$ cat src/rtl/core/bdlp_pkg.sv
// Shared types, constants and event codes for the button debounce / long-press unit.
`timescale 1ns / 1ps
package bdlp_pkg;

  // Default sizing
  localparam int MAX_BUTTONS_DEF = 32;
  localparam int TIME_BITS_DEF   = 16;

  // Field widths
  localparam int BTN_W  = 5;
  localparam int CODE_W = 2;
  localparam int SCAN_W = 10;
  localparam int MS_W   = 16;
  localparam int EN_W   = 4;
  localparam int CFG_IDX_W  = 2;
  localparam int CFG_DATA_W = 16;

  // Register indexes
  localparam logic [CFG_IDX_W-1:0] REG_SCAN_PERIOD = 2'd0;
  localparam logic [CFG_IDX_W-1:0] REG_DEBOUNCE    = 2'd1;
  localparam logic [CFG_IDX_W-1:0] REG_LONG_PRESS  = 2'd2;
  localparam logic [CFG_IDX_W-1:0] REG_EVENT_EN    = 2'd3;

  // Register reset values
  localparam logic [SCAN_W-1:0] SCAN_PERIOD_RST = 10'd10;
  localparam logic [MS_W-1:0]   DEBOUNCE_RST    = 16'd50;
  localparam logic [MS_W-1:0]   LONG_PRESS_RST  = 16'd1000;
  localparam logic [EN_W-1:0]   EVENT_EN_RST    = 4'hF;

  // Event codes
  localparam logic [CODE_W-1:0] EV_PRESS      = 2'd0;
  localparam logic [CODE_W-1:0] EV_LONG_START = 2'd1;
  localparam logic [CODE_W-1:0] EV_LONG_REL   = 2'd2;
  localparam logic [CODE_W-1:0] EV_CLICK_REL  = 2'd3;

  typedef struct packed {
    logic [BTN_W-1:0] button_index;
    logic             pressed;
  } in_word_t;

  typedef struct packed {
    logic [BTN_W-1:0]  event_button;
    logic [CODE_W-1:0] event_code;
  } out_word_t;

  typedef struct packed {
    logic [SCAN_W-1:0] scan_period_ms;
    logic [MS_W-1:0]   debounce_ms;
    logic [MS_W-1:0]   long_press_ms;
    logic [EN_W-1:0]   event_enable;
  } cfg_t;

  // Per-button status flags
  typedef struct packed {
    logic is_pressed;
    logic in_debounce;
    logic long_reported;
  } btn_flags_t;

endpackage

$ cat src/rtl/core/bdlp_cfg.sv
// Configuration register bank.
`timescale 1ns / 1ps
module bdlp_cfg (
  input  logic                                clk,
  input  logic                                rst,
  input  logic                                cfg_we,
  input  logic [bdlp_pkg::CFG_IDX_W-1:0]      cfg_index,
  input  logic [bdlp_pkg::CFG_DATA_W-1:0]     cfg_data,
  output bdlp_pkg::cfg_t                      cfg
);

  // Register writes, no read-back
  always_ff @(posedge clk) begin
    if (rst) begin
      cfg.scan_period_ms <= bdlp_pkg::SCAN_PERIOD_RST;
      cfg.debounce_ms    <= bdlp_pkg::DEBOUNCE_RST;
      cfg.long_press_ms  <= bdlp_pkg::LONG_PRESS_RST;
      cfg.event_enable   <= bdlp_pkg::EVENT_EN_RST;
    end else if (cfg_we) begin
      case (cfg_index)
        bdlp_pkg::REG_SCAN_PERIOD: cfg.scan_period_ms <= cfg_data[bdlp_pkg::SCAN_W-1:0];
        bdlp_pkg::REG_DEBOUNCE:    cfg.debounce_ms    <= cfg_data[bdlp_pkg::MS_W-1:0];
        bdlp_pkg::REG_LONG_PRESS:  cfg.long_press_ms  <= cfg_data[bdlp_pkg::MS_W-1:0];
        bdlp_pkg::REG_EVENT_EN:    cfg.event_enable   <= cfg_data[bdlp_pkg::EN_W-1:0];
        default: ;
      endcase
    end
  end

endmodule

$ cat src/rtl/core/bdlp_state.sv
// Per-button state file: flags, debounce countdown and hold time.
`timescale 1ns / 1ps
module bdlp_state #(
  parameter int MAX_BUTTONS = bdlp_pkg::MAX_BUTTONS_DEF,
  parameter int TIME_BITS   = bdlp_pkg::TIME_BITS_DEF,
  parameter int IDX_W       = (MAX_BUTTONS > 1) ? $clog2(MAX_BUTTONS) : 1
) (
  input  logic                 clk,
  input  logic                 rst,
  input  logic [IDX_W-1:0]     idx,
  input  logic                 we,
  input  bdlp_pkg::btn_flags_t flags_wr,
  input  logic [TIME_BITS-1:0] left_wr,
  input  logic [TIME_BITS-1:0] hold_wr,
  output bdlp_pkg::btn_flags_t flags_rd,
  output logic [TIME_BITS-1:0] left_rd,
  output logic [TIME_BITS-1:0] hold_rd
);

  bdlp_pkg::btn_flags_t flags [MAX_BUTTONS];
  logic [TIME_BITS-1:0] debounce_left [MAX_BUTTONS];
  logic [TIME_BITS-1:0] hold_time [MAX_BUTTONS];

  // Flags and hold time clear on reset; countdown is loaded before use
  always_ff @(posedge clk) begin
    if (rst) begin
      for (int i = 0; i < MAX_BUTTONS; i++) begin
        flags[i]     <= '0;
        hold_time[i] <= '0;
      end
    end else if (we) begin
      flags[idx]     <= flags_wr;
      hold_time[idx] <= hold_wr;
    end
  end

  always_ff @(posedge clk) begin
    if (we) begin
      debounce_left[idx] <= left_wr;
    end
  end

  // Read port at the current item's button
  assign flags_rd = flags[idx];
  assign left_rd  = debounce_left[idx];
  assign hold_rd  = hold_time[idx];

endmodule

$ cat src/rtl/core/bdlp_eval.sv
// Next-state and event logic for one sample of one button.
`timescale 1ns / 1ps
module bdlp_eval #(
  parameter int TIME_BITS = bdlp_pkg::TIME_BITS_DEF
) (
  input  bdlp_pkg::cfg_t                  cfg,
  input  logic                            pressed,
  input  bdlp_pkg::btn_flags_t            flags,
  input  logic [TIME_BITS-1:0]            left,
  input  logic [TIME_BITS-1:0]            hold,
  output bdlp_pkg::btn_flags_t            flags_next,
  output logic [TIME_BITS-1:0]            left_next,
  output logic [TIME_BITS-1:0]            hold_next,
  output logic                            fire,
  output logic [bdlp_pkg::CODE_W-1:0]     code
);

  localparam int SW = ((TIME_BITS > bdlp_pkg::SCAN_W) ? TIME_BITS : bdlp_pkg::SCAN_W) + 1;
  localparam int RW = SW + 1;
  localparam int CW = (TIME_BITS > bdlp_pkg::MS_W) ? TIME_BITS : bdlp_pkg::MS_W;

  logic [TIME_BITS-1:0] time_max;
  logic [CW-1:0]        deb_ext;
  logic [TIME_BITS-1:0] deb_sat;
  logic signed [RW-1:0] rest;
  logic                 rest_pos;
  logic [SW-1:0]        hold_sum;
  logic [TIME_BITS-1:0] hold_sat;
  logic                 long_hit;
  logic                 ev;

  assign time_max = '1;

  // Debounce load value, saturated to the time range
  assign deb_ext = CW'(cfg.debounce_ms);
  assign deb_sat = (deb_ext > CW'(time_max)) ? time_max : deb_ext[TIME_BITS-1:0];

  // Signed countdown step
  assign rest     = $signed(RW'(left)) - $signed(RW'(cfg.scan_period_ms));
  assign rest_pos = !rest[RW-1] && (rest != '0);

  // Saturating hold-time step and long-press compare
  assign hold_sum = SW'(hold) + SW'(cfg.scan_period_ms);
  assign hold_sat = (hold_sum > SW'(time_max)) ? time_max : hold_sum[TIME_BITS-1:0];
  assign long_hit = !(CW'(hold_sat) < CW'(cfg.long_press_ms));

  // Per-button state machine
  always_comb begin
    flags_next = flags;
    left_next  = left;
    hold_next  = hold;
    ev         = 1'b0;
    code       = bdlp_pkg::EV_PRESS;
    if (pressed) begin
      if (!flags.is_pressed) begin
        flags_next.is_pressed  = 1'b1;
        flags_next.in_debounce = 1'b1;
        left_next              = deb_sat;
      end else if (flags.in_debounce) begin
        if (rest_pos) begin
          left_next = rest[TIME_BITS-1:0];
        end else begin
          flags_next.in_debounce = 1'b0;
          ev                     = 1'b1;
          code                   = bdlp_pkg::EV_PRESS;
        end
      end else if ((cfg.long_press_ms != '0) && !flags.long_reported) begin
        hold_next = hold_sat;
        if (long_hit) begin
          flags_next.long_reported = 1'b1;
          ev                       = 1'b1;
          code                     = bdlp_pkg::EV_LONG_START;
        end
      end
    end else if (flags.is_pressed) begin
      flags_next.is_pressed = 1'b0;
      if (flags.in_debounce) begin
        // release before confirmation is dropped
        flags_next.in_debounce = 1'b0;
      end else begin
        left_next = '0;
        hold_next = '0;
        ev        = 1'b1;
        if (flags.long_reported) begin
          flags_next.long_reported = 1'b0;
          code                     = bdlp_pkg::EV_LONG_REL;
        end else begin
          code = bdlp_pkg::EV_CLICK_REL;
        end
      end
    end
  end

  // Event mask
  assign fire = ev && cfg.event_enable[code];

endmodule

$ cat src/rtl/core/button_debounce_long_press_unit.sv
// The input register holds a word until it advances into the output register as its event.
// One input word per cycle unless stalled; per-button state is read and written on advance.
// The output register parts the sides: a stalled output holds the input register only.
// Reset (rst, synchronous): clears all button flags and hold times, loads register
// defaults, and empties the input and output registers.
`timescale 1ns / 1ps
module button_debounce_long_press_unit #(
  parameter int MAX_BUTTONS = bdlp_pkg::MAX_BUTTONS_DEF,
  parameter int TIME_BITS   = bdlp_pkg::TIME_BITS_DEF
) (
  input  logic                            clk,
  input  logic                            rst,
  input  logic                            in_valid,
  output logic                            in_ready,
  input  bdlp_pkg::in_word_t              in_word,
  output logic                            out_valid,
  input  logic                            out_ready,
  output bdlp_pkg::out_word_t             out_word,
  input  logic                            cfg_we,
  input  logic [bdlp_pkg::CFG_IDX_W-1:0]  cfg_index,
  input  logic [bdlp_pkg::CFG_DATA_W-1:0] cfg_data
);

  localparam int IDX_W = (MAX_BUTTONS > 1) ? $clog2(MAX_BUTTONS) : 1;
  localparam int EXT_W = 9;

  bdlp_pkg::cfg_t       cfg;
  bdlp_pkg::in_word_t   in_q;
  logic                 in_full;
  logic                 advance;
  logic [EXT_W-1:0]     idx_ext;
  logic                 in_range;
  logic [IDX_W-1:0]     idx;
  bdlp_pkg::btn_flags_t flags_rd;
  bdlp_pkg::btn_flags_t flags_next;
  logic [TIME_BITS-1:0] left_rd;
  logic [TIME_BITS-1:0] left_next;
  logic [TIME_BITS-1:0] hold_rd;
  logic [TIME_BITS-1:0] hold_next;
  logic                 fire;
  logic [bdlp_pkg::CODE_W-1:0] code;

  bdlp_cfg u_cfg (
    .clk       (clk),
    .rst       (rst),
    .cfg_we    (cfg_we),
    .cfg_index (cfg_index),
    .cfg_data  (cfg_data),
    .cfg       (cfg)
  );

  // Handshake: the input stage moves when the output register is free or being taken
  assign advance  = in_full && (!out_valid || out_ready);
  assign in_ready = !in_full || advance;

  // Input register
  always_ff @(posedge clk) begin
    if (rst) begin
      in_full <= 1'b0;
    end else if (in_ready) begin
      in_full <= in_valid;
    end
  end

  always_ff @(posedge clk) begin
    if (in_ready && in_valid) begin
      in_q <= in_word;
    end
  end

  // Button index range check
  assign idx_ext  = EXT_W'(in_q.button_index);
  assign in_range = idx_ext < EXT_W'(MAX_BUTTONS);
  assign idx      = idx_ext[IDX_W-1:0];

  bdlp_state #(
    .MAX_BUTTONS (MAX_BUTTONS),
    .TIME_BITS   (TIME_BITS),
    .IDX_W       (IDX_W)
  ) u_state (
    .clk      (clk),
    .rst      (rst),
    .idx      (idx),
    .we       (advance && in_range),
    .flags_wr (flags_next),
    .left_wr  (left_next),
    .hold_wr  (hold_next),
    .flags_rd (flags_rd),
    .left_rd  (left_rd),
    .hold_rd  (hold_rd)
  );

  bdlp_eval #(
    .TIME_BITS (TIME_BITS)
  ) u_eval (
    .cfg        (cfg),
    .pressed    (in_q.pressed),
    .flags      (flags_rd),
    .left       (left_rd),
    .hold       (hold_rd),
    .flags_next (flags_next),
    .left_next  (left_next),
    .hold_next  (hold_next),
    .fire       (fire),
    .code       (code)
  );

  // Output register
  always_ff @(posedge clk) begin
    if (rst) begin
      out_valid <= 1'b0;
    end else if (advance) begin
      out_valid <= fire && in_range;
    end else if (out_ready) begin
      out_valid <= 1'b0;
    end
  end

  always_ff @(posedge clk) begin
    if (advance) begin
      out_word.event_button <= in_q.button_index;
      out_word.event_code   <= code;
    end
  end

`ifndef SYNTHESIS
  // Stalled input word holds
  a_in_hold: assert property (@(posedge clk) disable iff (rst)
    in_full && !advance |=> in_full && $stable(in_q))
    else $error("input word lost while stalled");

  // Out-of-range buttons never produce an event
  a_range: assert property (@(posedge clk) disable iff (rst)
    advance && !in_range |=> !out_valid)
    else $error("event for out-of-range button");

  // Full input stage behind a stalled output takes nothing new
  a_backpress: assert property (@(posedge clk) disable iff (rst)
    in_full && out_valid && !out_ready |-> !in_ready)
    else $error("input accepted while output stalled");

  // An emitted word carries the button of the word that caused it
  a_button: assert property (@(posedge clk) disable iff (rst)
    advance && fire && in_range |=> out_valid && out_word.event_button == $past(in_q.button_index))
    else $error("event button mismatch");
`endif

endmodule
$ cat config.mk
export PLATFORM = sky130hd
export DESIGN_NAME = button_debounce_long_press_unit
export DESIGN_NICKNAME = d
export VERILOG_FILES = /design/src/rtl/core/bdlp_pkg.sv /design/src/rtl/core/bdlp_cfg.sv /design/src/rtl/core/bdlp_state.sv /design/src/rtl/core/bdlp_eval.sv /design/src/rtl/core/button_debounce_long_press_unit.sv
export SDC_FILE = /design/constraint.sdc
export NUM_CORES = 2
export LEC_CHECK = 0
export ABC_AREA = 1
export BUFFER_PORTS_ARGS = -buffer_cell sky130_fd_sc_hd__buf_4
export CELL_PAD_IN_SITES_DETAIL_PLACEMENT = 1
export CELL_PAD_IN_SITES_GLOBAL_PLACEMENT = 1
export CORE_ASPECT_RATIO = 0.7
export CORE_MARGIN = 2
export CORE_UTILIZATION = 40
export DETAILED_ROUTE_END_ITERATION = 6
export GPL_ROUTABILITY_DRIVEN = 0
export PLACE_DENSITY_LB_ADDON = 0.1
export SLEW_MARGIN = 15
export SYNTH_ARGS = -nofsm -noshare
export SYNTH_HDL_FRONTEND = slang
export SYNTH_SLANG_ARGS = --single-unit
$ cat constraint.sdc
create_clock -name clk -period 10 [get_ports clk]
set_clock_uncertainty 0.15 [all_clocks]
set_input_delay 1.5 -clock clk [delete_from_list [all_inputs] [get_ports clk]]
set_output_delay 1.5 -clock clk [all_outputs]
set_load 0.01 [all_outputs]
======== Yosys cells after proc, flatten, opt, wreduce, memory -nomap -nowiden ========
Memories as Yosys holds them, arrays and structs flattened. A register that Yosys moved wholly into a read port is not among the register bits.
Index checks and enable logic that the tools add are counted.
word-level totals
  input port bits ......................... 29
  output and inout bits ................... 9
  memories ................................ 3
  bits in registers ....................... 61
  RAM bits ................................ 1120
  logic and storage cells ................. 105
memories
  memory                 depth  width  rd ports  clocked after memory_dff  wr ports  line              RTL
  u_state.debounce_left  32     16     1         1                         1         bdlp_state.sv:21  logic [TIME_BITS-1:0] debounce_left [MAX_BUTTONS];
  u_state.hold_time      32     16     1         1                         32        bdlp_state.sv:22  logic [TIME_BITS-1:0] hold_time [MAX_BUTTONS];
  u_state.flags          32     3      1         1                         32        bdlp_state.sv:20  bdlp_pkg::btn_flags_t flags [MAX_BUTTONS];
operators by class
  $add $sub $neg .......................... 2
  magnitude comparators ................... 5
  muxes and demuxes ....................... 59
  equal/unequal tests ..................... 3
  reduce and logical (&&, ||, !) cells .... 23
operator list
  operator                                                                 number
  16-bit two-way mux                                                       15
  1-bit two-way mux                                                        29
  5-bit two-way mux                                                        5
  18-bit nonzero test                                                      1
  16-bit by 10-bit adder with 17-bit output                                1
  17-bit by 16-bit > comparator with 1-bit output (second input constant)  1
  16-bit by 10-bit subtractor with 17-bit output                           1
  16-bit > comparator (second input constant)                              1
  16-bit < comparator                                                      1
  16-bit nonzero test                                                      1
  16-bit OR reduction                                                      1
  2-bit two-way mux                                                        7
  2-bit AND reduction                                                      4
  1-bit logical AND                                                        7
  5-bit by 6-bit < comparator with 1-bit output (second input constant)    1
  3-bit two-way mux                                                        2
  2-bit == test (second input constant)                                    2
  1-bit zero test                                                          4
  2-bit by 3-bit < comparator with 1-bit output (second input constant)    1
  3-bit OR reduction                                                       1
  1-bit binary-select mux with 2-bit select                                1
  2-bit by 1-bit == test with 1-bit output (second input constant)         1
  2-bit zero test                                                          1
  1-bit logical OR                                                         2
  2-bit nonzero test                                                       1

======== Depth between registers and ports, before layout ========
  depth after elaboration ................. 14
  depth in mapped cells ................... 42
  gate-level depth less buffers ........... 37

======== Cells and area by module ========
Synthesis repeated with hierarchy kept, for this count alone.
second synthesis, totals
  cells, all modules ...................... 6091
  area total of the unflattened synthesis .. 54985.2 µm²
modules (own cells, without submodules)
  module                           area each (µm²)  sequential area each (µm²)  times used  cells an instance
  bdlp_state                       49548.8          33632.3                     1           5252
  bdlp_eval                        3101.7           0.0                         1           543
  bdlp_cfg                         1850.5           920.9                       1           271
  button_debounce_long_press_unit  484.2            430.4                       1           25

======== Worst setup path before layout ========
No wires, ideal clock.
  kind .................................... register -> register
  from .................................... register with a tool-made name
  to ...................................... memory u_state.debounce_left[0][13] (netlist name) (data pin)
  slack ................................... 4.131 ns
  data required time ...................... 9.473 ns
  arrival ................................. 5.342 ns
  cell stages (with the launch flop) ...... 31
  buffers on the path ..................... 8
  period minus slack after synthesis ...... 5.869 ns
  setup time .............................. 0.377 ns
  cells stage by stage .................... dfxtp_1 inv_2 buf_6 buf_2 buf_4 buf_4 buf_4 buf_2 clkbuf_1 nor2_1 o221ai_1 nand3_1 nand3_1 o21a_1 inv_1 ha_1 fa_1 o21ai_0 nand2_1 o211ai_1 a31oi_1 nand3_1 inv_1 nand3_1 xor2_1 nand3b_1 nand2_2 buf_2 a21oi_1 o21ai_1 a21oi_1
RTL lines
  item       line
  to (decl)  bdlp_state.sv:21

==> metrics.md <==
| Metric | Value |
|---|---|
| Count leader, synth | nor2_1 |
| R2R depth | 24 |
| Post-synthesis mux area share | 0% |
| CTS resizes | 0 |
| Cell Area, Placed | 0.05399 mm^2 |
| IO Pins | 38 |
| First-pass GRT wire length | 269,200 um |
| Place WS | 2242 ps |
| Post-synth ARST share | 0% |
| TritonCTS clock tree | yes |
| Share of layout cells above drive strength 1 | 9.083% |
| Reg-to-reg slack, setup | 2070 ps |
| Max Cap Viol | 0 |
| CTS Sinks | 1,186 |
| Cell Area, Synth | 0.05178 mm^2 |
| Routed wl met3 | 16,880 um |
| Initial drt markers | 3,961 |
| Clock Tree Root | clkbuf_16 |
| Vias in the first global route | 37,043 |
| XOR/XNOR Fraction of Synth Area | 0.2876% |
| Slew Viols, Final | 0 |
| H-tree depth | 3 |
| Die width | 434.0 um |
| Final wirelength | 187,400 um |
| Setup Fix Bufs, Post-CTS | 0 |
| Final setup margin | 2069 ps |
| Uppermost layer routed | met4 |
| Area leader, netlist | edfxtp_1 |
| Hold endpoint | u_cfg.cfg[25] |
| Post-route insts no fill | 6,451 |
| Transition time of the tightest slew-check pin | 1229 ps |
| Max Clk Rate | 0.1261 GHz |
| Number of synthesized flops with an enable pin | 1,133 |
| FF-to-FF End | u_state.flags[21][0] |
| Die Height | 305.0 um |
| Dpl cells | 6,233 |
| Final period utilization | 79.31% |
| Initial antenna violation count | 11 |
| Multi-input gate area | 0.01491 mm^2 |
| Register bit total from synthesis | 1,186 |
| Main area contributors after synthesis | edfxtp_1 (66%), nor2_1 (8.8%), o21ai_0 (4.9%) |
| Cts hold-fix bufs | 0 |
| Post-Synth Simple-Gate Area | 15.32% |
| Commonest cells post-synth | nor2_1 (1,209), edfxtp_1 (1,133), o21ai_0 (509), nand2_1 (484), nand3_1 (265) |
| Clock-pin slew on the worst setup and hold paths | 60 ps |
| Mapped Cells | 4,717 |
| DRT met1 WL | 88,770 um |
| Largest net degree at the start of global routing | 126 |
| Slowest CP cell | a22oi_2 |
| Hold Path Cell Cnt | 2 |
| Final hold violation count | 0 |
| Sequential share of the synthesized area | 67.76% |
| GR Util All Layers | 28.11% |
| # setup viols final | 0 |
| Synth Area in Adders | 0.9231% |
| Num CTS Buffers | 119 |
| P per Cell Area | 209.6 mW/mm^2 |
| Rows | 110 |
| Max-slew headroom | 18.07% |
| Hold crit path type | flop to flop |
| Drt first pass iters | 5 |
| Worst EP required | 10,300 ps |
| VDD IR-drop max | 0.0001464 V |
| CP max FO | 125 |
| Ys flop type | edfxtp_1 |
| Die area | 0.1324 mm^2 |
| Vias per cell | 5.856 |
| DRC violations left | 0 |
| CP max stage delay | 890 ps |
| Warning count from the yosys run | 0 |
| Core Util, Final | 44.89% |
| Met2 routed WL | 77,560 um |
| Syn Nets | 4,783 |
| Wirelength per Cell | 29.05 um |
| RSZ-0062 raised after global routing | no |
| Critical Path Sink Type | flop |
| Global route total overflow | 0 |
| Fin Setup TNS | 0 ps |
| Startpoint Class | flop |
| Clock latency on the worst-skew pair | 770 ps |
| Main combinational cell family by area after synthesis | simple AND/OR/NAND/NOR gates |
| Synth top area share | 65.71% |
| P_leak | 0.01990 uW |
| Hold wc startpoint | u_cfg.cfg[25] |
| Number of fill cells | 13,806 |
| Remaining antenna violation count | 0 |
| CP Class | flop to flop |
| Initial Util | 40.28% |
| Worst EP arrival | 8240 ps |
| Vias | 37,774 |
| Syn_area_per_cell | 10.98 um^2 |
| Finished Cell Area | 0.05770 mm^2 |
| Critical Path, Cell by Cell | inv_8, buf_4, o21ai_0, o221ai_1, a31oi_1, a32oi_1, ha_1, inv_1, nor3_1, and3_1, a211oi_1, nor2_1, nand2_2, o21ai_0, ha_1, a21oi_1, o21ai_0, a31oi_1, nor2_1, a211oi_1, nand2_2, a22oi_2, buf_4, nor2_1 |
| P&R area growth vs syn | 11.44% |
| Count of different cell masters after synthesis | 50 |
| Port Buffers | 37 |
| DP HPWL | 113,700 um |
| Shortest period the worst path allows | 7931 ps |
| Compound-cell area share of the yosys netlist | 11.46% |
| Reg area | 0.03510 mm^2 |
| Core Area | 0.1285 mm^2 |
| Final nets | 4,684 |
| Status | complete, no violations |
| CTS max path bufs | 3 |
-- layer usage --
metal	global-route usage, %	up-vias
met3	7.762	222
met5	0	-
met1	43.24	19616
met4	6.274	0
met2	39.11	1338
li1	-	16598
-- worst max-delay path, delay by kind of cell (launching register included) --
family	cells	cell delay (ps)
compound gates	11	3420
buf+inv	4	1690
simple gates	7	970
fa+ha+maj	2	660
flops	1	520
-- cells in the final DEF, fill, tap and decap left out, types with 5 or more instances in the layout --
master     count
a21oi_1       65
a21oi_2        7
a2bb2oi_4      7
a31oi_1       15
a32oi_1        7
buf_12        10
buf_4        153
bufinv_16      9
clkbuf_1      31
clkbuf_16    121
clkinv_1      33
clkinv_2      16
dfxtp_1       49
edfxtp_1    1133
ha_1          35
inv_1        100
inv_2         11
nand2_1      478
nand2_2       12
nand3_1      265
nor2_1      1177
nor2_2        20
nor2_4        18
nor3_1        16
nor4_1         5
o211ai_1      19
o21ai_0      502
o21ai_1       74
o21ai_2       14
o221ai_1     181
o22ai_1       52
o31ai_1        6
xor2_1        13
-- sequential cells by signal (all words and copies together), names as in the netlist, named ones only --
name,flops
u_state.debounce_left,512
u_state.hold_time,512
u_state.flags,96
in_q,1
idx,5
u_cfg.cfg,46
out_word,7
out_valid,1
in_full,1
-- cells by family after synthesis --
kind of cell,Yosys count
adders and majority gates,37
DFF,1186
xor gates and xnor gates,17
AOI/OAI and AO/OA,977
buffers and inverters,502
and+or+nand+nor,1998
-- through the flow --
stage	hold slack [ps]	power, uW
global placement	292.2	7754
CTS	324.2	12140
global route	345.2	12490
finish	326.3	12100
floorplan	273.6	6908
detailed placement	307.9	7773
-- layout make-up --
class	instances	area share, %
multi-input combinational	3029	25.84
tap	1736	3.764
inverter	119	0.8175
timing repair buffer	163	2.337
clock buffer	154	5.497
antenna	3	0.01301
sequential	1186	60.82
clock inverter	61	0.9107
-- where the power goes --
group	internal (uW)	switching [uW]
clock	2450	1950
sequential	5690	52.0
combinational	428	1530
total	8560	3530
-- how the worst max path moves through the flow --
stage	endpoint	slack, ps	startpoint
after floorplan	u_state.debounce_left[0][13]	4130	flop
after global placement	u_state.flags[22][0]	2340	flop
after detailed placement	u_state.flags[21][0]	2240	flop
after CTS	u_state.flags[21][0]	2190	flop
after global routing	u_state.flags[21][0]	1610	flop
final	u_state.flags[21][0]	2070	flop
Note: power is estimated with default switching activity, not from simulation.
